## src/rtl/core/gsu_pkg.sv

```systemverilog
// Package for the GSM septet unpacker: result word types, escape code and
// the GSM-to-ASCII translation tables as functions.
// No dependencies.
`timescale 1ns / 1ps

package gsu_pkg;

  // Default depth of the queue between the decode front and the output back
  localparam int unsigned QueueDepthDef = 2;

  // Results one octet can cause: two characters and a terminator
  localparam int unsigned MaxResults = 3;

  localparam logic [6:0] EscCode = 7'd27;

  // ASCII codes used by the tables
  localparam logic [6:0] ChSpace = 7'h20;
  localparam logic [6:0] ChAt    = 7'h40;
  localparam logic [6:0] ChDolr  = 7'h24;
  localparam logic [6:0] ChUndr  = 7'h5F;
  localparam logic [6:0] ChLf    = 7'h0A;
  localparam logic [6:0] ChCaret = 7'h5E;
  localparam logic [6:0] ChLBrc  = 7'h7B;
  localparam logic [6:0] ChRBrc  = 7'h7D;
  localparam logic [6:0] ChBslsh = 7'h5C;
  localparam logic [6:0] ChLBrk  = 7'h5B;
  localparam logic [6:0] ChTilde = 7'h7E;
  localparam logic [6:0] ChRBrk  = 7'h5D;
  localparam logic [6:0] ChPipe  = 7'h7C;

  // One result word as it leaves the block
  typedef struct packed {
    logic [6:0] ch;
    logic       term;
    logic       last;
  } slot_t;

  // All results of one octet, packed from slot 0 up
  typedef struct packed {
    slot_t [MaxResults-1:0] slots;
    logic  [1:0]            cnt;
  } entry_t;

  // Default alphabet table
  function automatic logic [6:0] xlat_plain(input logic [6:0] c);
    logic [6:0] a;
    unique case (c) inside
      7'd0:   a = ChAt;
      7'd2:   a = ChDolr;
      7'd17:  a = ChUndr;
      7'd1, [7'd3:7'd9], 7'd11, 7'd12, [7'd14:7'd16], [7'd18:7'd26],
      [7'd28:7'd31], 7'd36, 7'd64, [7'd91:7'd96], [7'd123:7'd127]:
        a = ChSpace;
      default: a = c;
    endcase
    return a;
  endfunction

  // Extension table, used for the septet after an escape
  function automatic logic [6:0] xlat_ext(input logic [6:0] c);
    logic [6:0] a;
    unique case (c)
      7'd10:   a = ChLf;
      7'd20:   a = ChCaret;
      7'd40:   a = ChLBrc;
      7'd41:   a = ChRBrc;
      7'd47:   a = ChBslsh;
      7'd60:   a = ChLBrk;
      7'd61:   a = ChTilde;
      7'd62:   a = ChRBrk;
      7'd64:   a = ChPipe;
      default: a = ChSpace;
    endcase
    return a;
  endfunction

endpackage

```

## src/rtl/core/gsm_septet_unpacker_unit.sv

```systemverilog
// GSM septet unpacker top level: packed 7-bit octets in, ASCII words out.
// Depends on gsu_pkg, gsu_front, gsu_queue and gsu_back.
//
// Takes one packed GSM 7-bit octet per cycle while the queue has room and
// returns zero to three words: the septet(s) it completes, translated to
// ASCII through the default or, after an escape septet, the extension table,
// plus a NUL terminator word when tlast marks the message's last octet. The
// front decodes an octet in the cycle it is accepted and places its words in
// a queue of QueueDepth entries; the back sends one word per cycle from its
// output register while the output is ready. Most octets have one word, two
// at a group end or with a terminator, three with both; the input keeps
// accepting while the queue has room. The first word passes through the
// queue and then the back's output register before it is valid on the
// output. tlast on the output marks the last word caused by one octet.
`timescale 1ns / 1ps

module gsm_septet_unpacker_unit #(
  parameter int unsigned QueueDepth = gsu_pkg::QueueDepthDef
) (
  input  logic       clk_i,
  input  logic       rst_ni,
  input  logic       s_axis_tvalid_i,
  output logic       s_axis_tready_o,
  input  logic [7:0] s_axis_tdata_i,   // [7:0] octet
  input  logic [1:0] s_axis_tuser_i,   // [0] msg_start, [1] drop_eighth
  input  logic       s_axis_tlast_i,   // last_octet
  output logic       m_axis_tvalid_o,
  input  logic       m_axis_tready_i,
  output logic [7:0] m_axis_tdata_o,   // [6:0] ascii_char, [7] zero
  output logic       m_axis_tuser_o,   // is_terminator
  output logic       m_axis_tlast_o    // last_of_run
);
  import gsu_pkg::*;

  logic   q_ready;
  logic   q_push;
  entry_t q_push_entry;
  logic   q_valid;
  logic   q_pop;
  entry_t q_pop_entry;
  slot_t  out_slot;

  // Decode octets into entries
  gsu_front u_front (
    .clk_i         (clk_i),
    .rst_ni        (rst_ni),
    .in_valid_i    (s_axis_tvalid_i),
    .in_ready_o    (s_axis_tready_o),
    .octet_i       (s_axis_tdata_i),
    .msg_start_i   (s_axis_tuser_i[0]),
    .last_octet_i  (s_axis_tlast_i),
    .drop_eighth_i (s_axis_tuser_i[1]),
    .q_ready_i     (q_ready),
    .q_push_o      (q_push),
    .q_entry_o     (q_push_entry)
  );

  // Decouple front and back
  gsu_queue #(
    .Depth (QueueDepth)
  ) u_queue (
    .clk_i        (clk_i),
    .rst_ni       (rst_ni),
    .push_i       (q_push),
    .push_entry_i (q_push_entry),
    .ready_o      (q_ready),
    .pop_i        (q_pop),
    .valid_o      (q_valid),
    .pop_entry_o  (q_pop_entry)
  );

  // Send words one per cycle while the output is ready
  gsu_back u_back (
    .clk_i       (clk_i),
    .rst_ni      (rst_ni),
    .q_valid_i   (q_valid),
    .q_entry_i   (q_pop_entry),
    .q_pop_o     (q_pop),
    .out_valid_o (m_axis_tvalid_o),
    .out_ready_i (m_axis_tready_i),
    .out_slot_o  (out_slot)
  );

  assign m_axis_tdata_o = {1'b0, out_slot.ch};
  assign m_axis_tuser_o = out_slot.term;
  assign m_axis_tlast_o = out_slot.last;

endmodule

```

## src/rtl/core/gsu_front.sv

```systemverilog
// Decode front of the GSM septet unpacker: rebuilds septets from packed
// octets, tracks escape and builds one queue entry per octet. Uses gsu_pkg.
`timescale 1ns / 1ps

module gsu_front (
  input  logic            clk_i,
  input  logic            rst_ni,
  input  logic            in_valid_i,
  output logic            in_ready_o,
  input  logic [7:0]      octet_i,
  input  logic            msg_start_i,
  input  logic            last_octet_i,
  input  logic            drop_eighth_i,
  input  logic            q_ready_i,
  output logic            q_push_o,
  output gsu_pkg::entry_t q_entry_o
);
  import gsu_pkg::*;

  logic [2:0]  group_q, group_d;
  logic [7:0]  prev_q, prev_d;
  logic        esc_q, esc_d;

  logic [2:0]  grp;
  logic [2:0]  k;
  logic [7:0]  prv;
  logic        esc0, esc1, esc2;
  logic [15:0] wide;
  logic [15:0] shifted;
  logic [6:0]  sept0, sept1;
  logic        has1;
  logic        v0, v1;
  logic [6:0]  ch0, ch1;
  logic [1:0]  n;
  logic        fire;
  entry_t      ent;

  assign in_ready_o = q_ready_i;
  assign fire       = in_valid_i && q_ready_i;

  // Rebuild septets, apply escape and pack the results of this octet
  always_comb begin
    grp  = msg_start_i ? 3'd0 : group_q;
    prv  = msg_start_i ? 8'd0 : prev_q;
    esc0 = msg_start_i ? 1'b0 : esc_q;
    k    = (grp > 3'd6) ? 3'd0 : grp;

    wide    = {octet_i, prv};
    shifted = wide >> (4'd8 - {1'b0, k});
    sept0   = shifted[6:0];
    sept1   = octet_i[7:1];
    has1    = (k == 3'd6) && !drop_eighth_i;

    // first septet
    if ((sept0 == EscCode) && !esc0) begin
      v0   = 1'b0;
      ch0  = ChSpace;
      esc1 = 1'b1;
    end else begin
      v0   = 1'b1;
      ch0  = esc0 ? xlat_ext(sept0) : xlat_plain(sept0);
      esc1 = 1'b0;
    end

    // eighth septet of a group
    if (!has1) begin
      v1   = 1'b0;
      ch1  = ChSpace;
      esc2 = esc1;
    end else if ((sept1 == EscCode) && !esc1) begin
      v1   = 1'b0;
      ch1  = ChSpace;
      esc2 = 1'b1;
    end else begin
      v1   = 1'b1;
      ch1  = esc1 ? xlat_ext(sept1) : xlat_plain(sept1);
      esc2 = 1'b0;
    end

    // compact valid results from slot 0 up
    ent = '0;
    n   = 2'd0;
    if (v0) begin
      ent.slots[n] = '{ch: ch0, term: 1'b0, last: 1'b0};
      n = n + 2'd1;
    end
    if (v1) begin
      ent.slots[n] = '{ch: ch1, term: 1'b0, last: 1'b0};
      n = n + 2'd1;
    end
    if (last_octet_i) begin
      ent.slots[n] = '{ch: 7'd0, term: 1'b1, last: 1'b0};
      n = n + 2'd1;
    end
    if (n != 2'd0) begin
      ent.slots[n - 2'd1].last = 1'b1;
    end
    ent.cnt = n;

    // next group state; end of message clears it
    group_d = (k == 3'd6) ? 3'd0 : k + 3'd1;
    prev_d  = octet_i;
    esc_d   = esc2;
    if (last_octet_i) begin
      group_d = 3'd0;
      prev_d  = 8'd0;
      esc_d   = 1'b0;
    end
  end

  assign q_push_o  = fire && (n != 2'd0);
  assign q_entry_o = ent;

  // Hold group state, advance on each accepted octet
  always_ff @(posedge clk_i or negedge rst_ni) begin
    if (!rst_ni) begin
      group_q <= 3'd0;
      prev_q  <= 8'd0;
      esc_q   <= 1'b0;
    end else if (fire) begin
      group_q <= group_d;
      prev_q  <= prev_d;
      esc_q   <= esc_d;
    end
  end

endmodule

```

## src/rtl/core/gsu_queue.sv

```systemverilog
// Small queue of decoded entries between the front and the back of the
// GSM septet unpacker. Uses gsu_pkg for the entry type.
`timescale 1ns / 1ps

module gsu_queue #(
  parameter int unsigned Depth = gsu_pkg::QueueDepthDef
) (
  input  logic            clk_i,
  input  logic            rst_ni,
  input  logic            push_i,
  input  gsu_pkg::entry_t push_entry_i,
  output logic            ready_o,
  input  logic            pop_i,
  output logic            valid_o,
  output gsu_pkg::entry_t pop_entry_o
);
  import gsu_pkg::*;

  localparam int unsigned PtrW = (Depth > 1) ? $clog2(Depth) : 1;
  localparam int unsigned CntW = $clog2(Depth + 1);

  entry_t            mem_q [Depth];
  logic [PtrW-1:0]   wr_ptr_q, rd_ptr_q;
  logic [CntW-1:0]   count_q;

  assign ready_o     = (count_q != CntW'(Depth));
  assign valid_o     = (count_q != '0);
  assign pop_entry_o = mem_q[rd_ptr_q];

  // Store pushed entries
  always_ff @(posedge clk_i) begin
    if (push_i) begin
      mem_q[wr_ptr_q] <= push_entry_i;
    end
  end

  // Advance pointers and fill count
  always_ff @(posedge clk_i or negedge rst_ni) begin
    if (!rst_ni) begin
      wr_ptr_q <= '0;
      rd_ptr_q <= '0;
      count_q  <= '0;
    end else begin
      if (push_i) begin
        wr_ptr_q <= (wr_ptr_q == PtrW'(Depth - 1)) ? '0 : wr_ptr_q + PtrW'(1);
      end
      if (pop_i) begin
        rd_ptr_q <= (rd_ptr_q == PtrW'(Depth - 1)) ? '0 : rd_ptr_q + PtrW'(1);
      end
      if (push_i && !pop_i) begin
        count_q <= count_q + CntW'(1);
      end else if (pop_i && !push_i) begin
        count_q <= count_q - CntW'(1);
      end
    end
  end

endmodule

```

## src/rtl/core/gsu_back.sv

```systemverilog
// Output back of the GSM septet unpacker: unloads queue entries, sends their
// results from a register, one word per cycle while ready. Uses gsu_pkg.
`timescale 1ns / 1ps

module gsu_back (
  input  logic            clk_i,
  input  logic            rst_ni,
  input  logic            q_valid_i,
  input  gsu_pkg::entry_t q_entry_i,
  output logic            q_pop_o,
  output logic            out_valid_o,
  input  logic            out_ready_i,
  output gsu_pkg::slot_t  out_slot_o
);
  import gsu_pkg::*;

  slot_t [MaxResults-1:0] slots_q;
  logic  [1:0]            cnt_q;
  logic                   take;
  logic                   drained;

  assign out_valid_o = (cnt_q != 2'd0);
  assign out_slot_o  = slots_q[0];
  assign take        = out_valid_o && out_ready_i;
  assign drained     = (cnt_q == 2'd0) || ((cnt_q == 2'd1) && take);
  assign q_pop_o     = drained && q_valid_i;

  // Load a new entry once the current one is sent, else shift down on a word
  always_ff @(posedge clk_i or negedge rst_ni) begin
    if (!rst_ni) begin
      slots_q <= '0;
      cnt_q   <= 2'd0;
    end else if (q_pop_o) begin
      slots_q <= q_entry_i.slots;
      cnt_q   <= q_entry_i.cnt;
    end else if (take) begin
      slots_q <= {slot_t'('0), slots_q[MaxResults-1:1]};
      cnt_q   <= cnt_q - 2'd1;
    end
  end

endmodule

```

## config.mk

```make
export PLATFORM = sky130hd
export DESIGN_NAME = gsm_septet_unpacker_unit
export DESIGN_NICKNAME = d
export VERILOG_FILES = /design/src/rtl/core/gsu_pkg.sv /design/src/rtl/core/gsm_septet_unpacker_unit.sv /design/src/rtl/core/gsu_front.sv /design/src/rtl/core/gsu_queue.sv /design/src/rtl/core/gsu_back.sv
export SDC_FILE = /design/constraint.sdc
export NUM_CORES = 1
export LEC_CHECK = 0
export BUFFER_PORTS_ARGS = -buffer_cell sky130_fd_sc_hd__buf_4
export CORE_ASPECT_RATIO = 1.75
export CORE_MARGIN = 4
export CORE_UTILIZATION = 45
export CTS_CLUSTER_DIAMETER = 200
export DETAILED_ROUTE_END_ITERATION = 6
export MAX_ROUTING_LAYER = met4
export PLACE_DENSITY = 0.57
export SLEW_MARGIN = 20
export SYNTH_ARGS = -nofsm -noshare
export SYNTH_HDL_FRONTEND = slang
export SYNTH_HIERARCHICAL = 1
export SYNTH_SLANG_ARGS = --single-unit
export TNS_END_PERCENT = 10
```

## constraint.sdc

```tcl
create_clock -name clk_i -period 7.4 [get_ports clk_i]
set_input_delay 0.37 -clock clk_i [delete_from_list [all_inputs] [get_ports clk_i]]
set_output_delay 0.37 -clock clk_i [all_outputs]
set_load 0.05 [all_outputs]
```

# Word-level counts from Yosys, hierarchy flattened
# Memories as Yosys holds them, arrays and structs flattened.
# Index checks and enable logic that the tools add are counted.
[classes]
n_div = 0
multipliers = 0
n_reduce_logical = 41
n_bitwise = 3
n_addsub = 10
eq_ne = 35
n_mux = 46
n_shift = 1
order_cmp = 31
[ops]
columns = ["operator", "count"]
rows = [
  ["two-way mux 27 bit", 5],
  ["one-hot mux 7 bit (9 select lines)", 2],
  ["== test 7 x 6 -> 1 bit, second input constant", 14],
  ["one-hot mux 7 bit (4 select lines)", 2],
  ["bitwise mux 27 bit", 2],
  ["demux 9 bit (select 2 bit)", 3],
  ["== test 7 x 4 -> 1 bit, second input constant", 6],
  ["== test 7 x 5 -> 1 bit, second input constant", 6],
  ["less-or-equal comparator 7 x 5 -> 1 bit, second input constant", 6],
  ["greater-or-equal comparator 7 x 5 -> 1 bit, second input constant", 4],
  ["greater-or-equal comparator 7 bit, second input constant", 4],
  ["less-or-equal comparator 7 bit, second input constant", 4],
  ["two-way mux 7 bit", 4],
  ["two-way mux 9 bit", 3],
  ["logical AND 1 bit", 25],
  ["AND 24 bit", 1],
  ["inverter 24 bit", 1],
  ["OR reduction 11 bit", 2],
  ["two-way mux 8 bit", 2],
  ["right shift 16 x 4 -> 7 bit", 1],
  ["== test 7 x 1 -> 1 bit, second input constant", 2],
  ["== test 7 x 2 -> 1 bit, second input constant", 2],
  ["== test 7 bit, second input constant", 2],
  ["greater-or-equal comparator 7 x 2 -> 1 bit, second input constant", 2],
  ["other kinds (25)", 62],
]
[totals]
ff_bits = 45
latchBits = 0
ram_bits = 58
wordCells = 184
n_memories = 1
input_bits = 15
mem_bits_ro = 0
[mem_list]
columns = ["name", "words", "width", "rd", "rd_clocked_by_memory_dff", "write_ports", "line", "source"]
rows = [
  ["u_queue.mem_q", 2, 29, 1, 0, 1, "gsu_queue.sv:22", "entry_t mem_q [Depth];"],
]

# Depth between registers and ports, before layout
[logic_depth]
ltp_word = 22
mapped_depth = 25
depth_no_buf = 21

# Modules after synthesis
# The synthesis kept the hierarchy.
[by_module_without_submodules]
columns = ["mod", "n_inst", "cells_per_inst", "area_each_um2", "seq_area_each_um2"]
rows = [
  ["gsu_front", 1, 395, 2673.8, 300.3],
  ["gsu_queue", 1, 106, 2399.8, 1841.8],
  ["gsu_back", 1, 120, 1660.3, 725.7],
  ["gsm_septet_unpacker_unit", 1, 2, 11.3, 0.0],
]

# Worst setup path after synthesis
# OpenSTA, ideal clock, no wires.
[synth_path]
path_kind = "input to register"
start = "in s_axis_tuser_i[0]"
end = "mem u_queue/mem_q[0][0] (netlist bit) (enable)"
slack_ns = 1.749
path_stages = 19
arrival_time_ns = 5.232
cell_sequence = "buf_4 -> clkinv_1 -> nand3_1 -> inv_1 -> ha_1 -> buf_2 -> buf_4 -> buf_2 -> a2111oi_0 -> nor2_1 -> nand4_1 -> nor2_1 -> and3_4 -> nor4_1 -> nor2_1 -> ha_1 -> xnor2_1 -> a21oi_1 -> nor2b_1"
[synth_via]
elab_chain_cells = 19
word_cells_on_any_way = 26
[synth_lines]
columns = ["item", "line", "source"]
rows = [
  ["start: declaration", "gsm_septet_unpacker_unit.sv:25", "input logic [1:0] s_axis_tuser_i,"],
  ["two-way mux 3 bit", "gsu_front.sv:43", "grp = msg_start_i ? 3'd0 : group_q;"],
  ["greater-than comparator 3 bit", "gsu_front.sv:46", "k = (grp > 3'd6) ? 3'd0 : grp;"],
  ["two-way mux 3 bit", "gsu_front.sv:46", ""],
  ["subtractor 4 x 3 -> 4 bit", "gsu_front.sv:49", "shifted = wide >> (4'd8 - {1'b0, k});"],
  ["right shift 16 x 4 -> 7 bit", "gsu_front.sv:49", ""],
  ["== test 7 x 5 -> 1 bit", "gsu_front.sv:55", "if ((sept0 == EscCode) && !esc0) begin"],
  ["logical AND 1 bit", "gsu_front.sv:55", ""],
  ["two-way mux 1 bit", "gsu_front.sv:55", ""],
  ["[... 4 more ...]", "-", ""],
  ["two-way mux 2 bit (*)", "gsu_front.sv:87", "if (v1) begin"],
  ["adder 2 x 1 -> 2 bit", "gsu_front.sv:93", "n = n + 2'd1;"],
  ["two-way mux 2 bit (*)", "gsu_front.sv:91", "if (last_octet_i) begin"],
  ["nonzero test 2 bit (*)", "gsu_front.sv:111", "assign q_push_o = fire && (n != 2'd0);"],
  ["logical AND 1 bit (*)", "gsu_front.sv:111", ""],
  ["net q_push", "gsm_septet_unpacker_unit.sv:36", "logic q_push;"],
  ["two-way mux 1 bit (*)", "gsu_queue.sv:32", "if (push_i) begin"],
  ["two-way mux 1 bit (implied by the code) (*)", "gsu_queue.sv:33", "mem_q[wr_ptr_q] <= push_entry_i;"],
  ["end: declaration", "gsu_queue.sv:22", ""],
]
# The timed path passes the listed nets; every way through them passes the cells marked *.

# Final worst setup path
[layout_path]
start = "reg u_front.group_q[0]"
end = "mem u_queue/mem_q[0][8] (netlist bit) (enable)"
[layout_via]
elab_chain_cells = 19
word_cells_on_any_way = 23
[layout_lines]
columns = ["item", "line", "source"]
rows = [
  ["start: declaration", "gsu_front.sv:20", "logic [2:0] group_q, group_d;"],
  ["start signal: assignment", "gsu_front.sv:121", "group_q <= group_d;"],
  ["two-way mux 3 bit (*)", "gsu_front.sv:43", ""],
  ["greater-than comparator 3 bit", "gsu_front.sv:46", ""],
  ["two-way mux 3 bit (*)", "gsu_front.sv:46", ""],
  ["subtractor 4 x 3 -> 4 bit", "gsu_front.sv:49", ""],
  ["right shift 16 x 4 -> 7 bit", "gsu_front.sv:49", ""],
  ["== test 7 x 5 -> 1 bit", "gsu_front.sv:55", ""],
  ["logical AND 1 bit", "gsu_front.sv:55", ""],
  ["two-way mux 1 bit", "gsu_front.sv:55", ""],
  ["[... 4 more ...]", "-", ""],
  ["two-way mux 2 bit (*)", "gsu_front.sv:87", ""],
  ["adder 2 x 1 -> 2 bit", "gsu_front.sv:93", ""],
  ["two-way mux 2 bit (*)", "gsu_front.sv:91", ""],
  ["nonzero test 2 bit (*)", "gsu_front.sv:111", ""],
  ["logical AND 1 bit (*)", "gsu_front.sv:111", ""],
  ["net q_push", "gsm_septet_unpacker_unit.sv:36", ""],
  ["two-way mux 1 bit (*)", "gsu_queue.sv:32", ""],
  ["two-way mux 1 bit (implied by the code) (*)", "gsu_queue.sv:33", ""],
]
# Marks and branches as above.

==> run metrics <==
LEAKAGE 2.97 nW; Area contributors post-synth edfxtp_1, dfrtp_1, mux2_4, nand2_1, mux2i_1; CTS Buffer Depth 2; CP Cell Sequence a21bo_2 -> nor2_4 -> inv_2 -> ha_1 -> mux2_2 -> a2111oi_0 -> nor2_1 -> nand4_1 -> nor2_1 -> and3_4 -> nor4_1 -> nor2_1 -> ha_1 -> xnor2_1 -> a21oi_1 -> nor2b_2 -> buf_4; CP Launch Type flip-flop; worst rel slew slack 0.371; HP Class input port to async pin; Pins Over Slew Limit 0; sequential power share 0.314; antenna violations before repair 0; Main synth FF type edfxtp_1; unrepaired setup endpoints after global routing false; final hold violation count 0; CTS tree yes; Internal 1.85 mW; Setup violations, final 0; met1 GRT Util 0.198; Post-synth ARST share 0.437; io pins 27; total track usage 0.192; clock transition at the registers of the reported paths 0.06 ns; clock power share 0.142; final cell count without fillers 799; Tcrit/Tclk final 0.785; grt ovf 0; Initial DRC Count 231; layout cell share with drive strength beyond 1 0.240; GR Util met3 0.0189; number of global-route vias before repair 4740; Via density 5.91; most used cell along the critical path nor2_1; Peak VDD IR 0.217 mV; post-synthesis cell type count 80; dominant cell type by area after synthesis edfxtp_1; core box area 14800 µm²; pin count of the biggest net entering global routing 46; # nets final 634; Residual DRC 0; clock latency on the worst-skew pair 0.34 ns; Arr. time, crit path 5.80 ns; first-pass GRT wire length 24.9 mm; drt pass-1 iters 4; total CTS buffers 9; combinational share of power 0.544; HPWL after DPL 11.8 mm; Die H 170 µm; final core occ 0.483; Post-CTS Hold Buffers 0; fillers 1405; outcome complete, no violations; Yosys top cell area share 0.258; Crit-path slowest cell a2111oi_0; Final ANT Viol Nets 0; post-cts sizing count 0; max-cap viol count 0; routed wire length 15.7 mm; Starting Density 0.457; vias 4720; setup bufs post-CTS 0; Mapped Cells 623; most common cell in the netlist nand2_1; setup TNS 0 ns; cell row count 59; clock skew 0.00542 ns; Yosys warning count 6; I/O Buffers 25; Post-synth EDFFs 58; top cells by instance count after synthesis nand2_1, mux2_4, edfxtp_1; Inst Count DP 783; net switching power 1.26 mW; root buf cell clkbuf_16; Worst Setup End Kind flip-flop; fmax 0.172 GHz; Tmin final 5.81 ns; antenna cell count 0; Setup CP Type flip-flop to flip-flop; Syn Area/Cell 10.8 µm²; CP Max Fanout 29; met2 global-route usage 0.350; RePlAce Congestion 0.922; Die ar. 17100 µm²; die width 101 µm; area delta synth->final 5.79%; Net Sw Frac 0.406; PwrDens 436 nW/µm²; gr busiest metal met2; delay of the slowest critical-path stage 0.61 ns; Tightest Pin Transition 0.941 ns; CP Data Required Time 7.40 ns; number of synthesized register bits 103; post-synthesis sequential area ratio 0.425; H-Tree Depth 3; Post-Syn Area 6750 µm²; clk sinks 103; WL/cell 19.6 µm
## cells by family after synthesis
logic type      count (synthesis)  share of synthesized area
flops                         103                      0.425
compound gates                112                      0.124
other cells                     2                    0.00111
simple gates                  206                      0.151
fa+ha+maj                       8                     0.0148
xor+xnor                       12                     0.0167
buf+inv                        83                     0.0690
mux                            97                      0.198
## sequential cells by signal, indices dropped and copies added (netlist names)
name	cells
u_queue/mem_q	58
u_back/slots_q	18
u_back/out_slot_o	9
u_front/prev_q	8
u_front/group_q	3
u_back/cnt_q	2
u_queue/count_q	2
u_front/esc_q	1
u_queue/rd_ptr_q	1
u_queue/wr_ptr_q	1
## per-layer routing
metal	part of all wire	vias to the layer above
met1	0.37	2285
met4	0.052	0
met2	0.55	158
li1	-	2231
met5	0	-
met3	0.035	46
## final cells by class
type	count	area, µm²	share of cell area
clock buffers	10	239	0.0335
repair buffers	30	225	0.0316
inverters	24	90.1	0.0126
flip-flops and latches	103	2870	0.402
well taps	183	229	0.0321
clock inverters	6	43.8	0.00614
multi-input cells	443	3440	0.482
## critical path: cells and delay by family, from the launching register on
kind | cells | cell delay (ns)
AND/OR/NAND/NOR | 8 | 1.52
buffers and inverters | 2 | 0.53
AO/OA/AOI/OAI | 3 | 1.38
XOR/XNOR | 1 | 0.19
adder cells (fa/ha/maj) | 2 | 0.83
multiplexers | 1 | 0.47
flip-flops | 1 | 0.51
## through the flow
stage	setup WS (ns)	hold slack [ns]	total power, mW	area, µm²
finish	1.59	0.0426	3.11	7140
global route	1.13	0.0855	3.30	7140
CTS	1.56	0.0543	3.13	7140
detailed placement	1.58	0.420	2.69	6850
global placement	1.63	0.420	2.67	6850
floorplan	1.75	0.0744	2.36	6770
## placed cells by master, fill, tap and decap left out, types with 6 or more instances in the layout
master	n
mux2_2	6
a21oi_1	22
nand2b_1	10
nor3_1	11
dfrtp_1	44
xnor2_1	7
and2_1	6
nand3_1	20
nor4_1	8
conb_1	8
nor2_1	39
o21ai_0	19
a211oi_1	8
mux2i_1	21
clkbuf_16	9
mux2_4	66
o31ai_1	11
nand4_1	9
edfxtp_1	58
inv_1	21
buf_4	30
nand2_1	71
ha_1	8
a2111oi_0	6
## power by group through the flow
stage / clock, mW / sequential [mW] / combinational, mW
after CTS: 0.454 / 0.981 / 1.70
after global routing: 0.477 / 1.00 / 1.82
after global placement: 0 / 0.981 / 1.69
after detailed placement: 0 / 0.992 / 1.69
final: 0.442 / 0.976 / 1.69
after floorplan: 0 / 0.908 / 1.45
## path summary, 6_finish.rpt
kind / startpoint / slack (ns) / cells past startpoint / end
min in group clk_i: s_axis_tlast_i / 0.35 / 2 / u_front/prev_q[6]
setup / recovery: u_front/group_q[0] / 1.59 / 17 / u_queue/mem_q[0][8]
hold reg to reg: u_queue/count_q[1] / 0.49 / 1 / u_queue/count_q[1]
setup reg to reg: u_front/group_q[0] / 1.59 / 17 / u_queue/mem_q[0][8]
hold / removal: rst_ni / 0.04 / 1 / u_back/slots_q[18]
max in group asynchronous: rst_ni / 6.93 / 1 / u_queue/rd_ptr_q
Note: power is estimated with default switching activity, not from simulation.
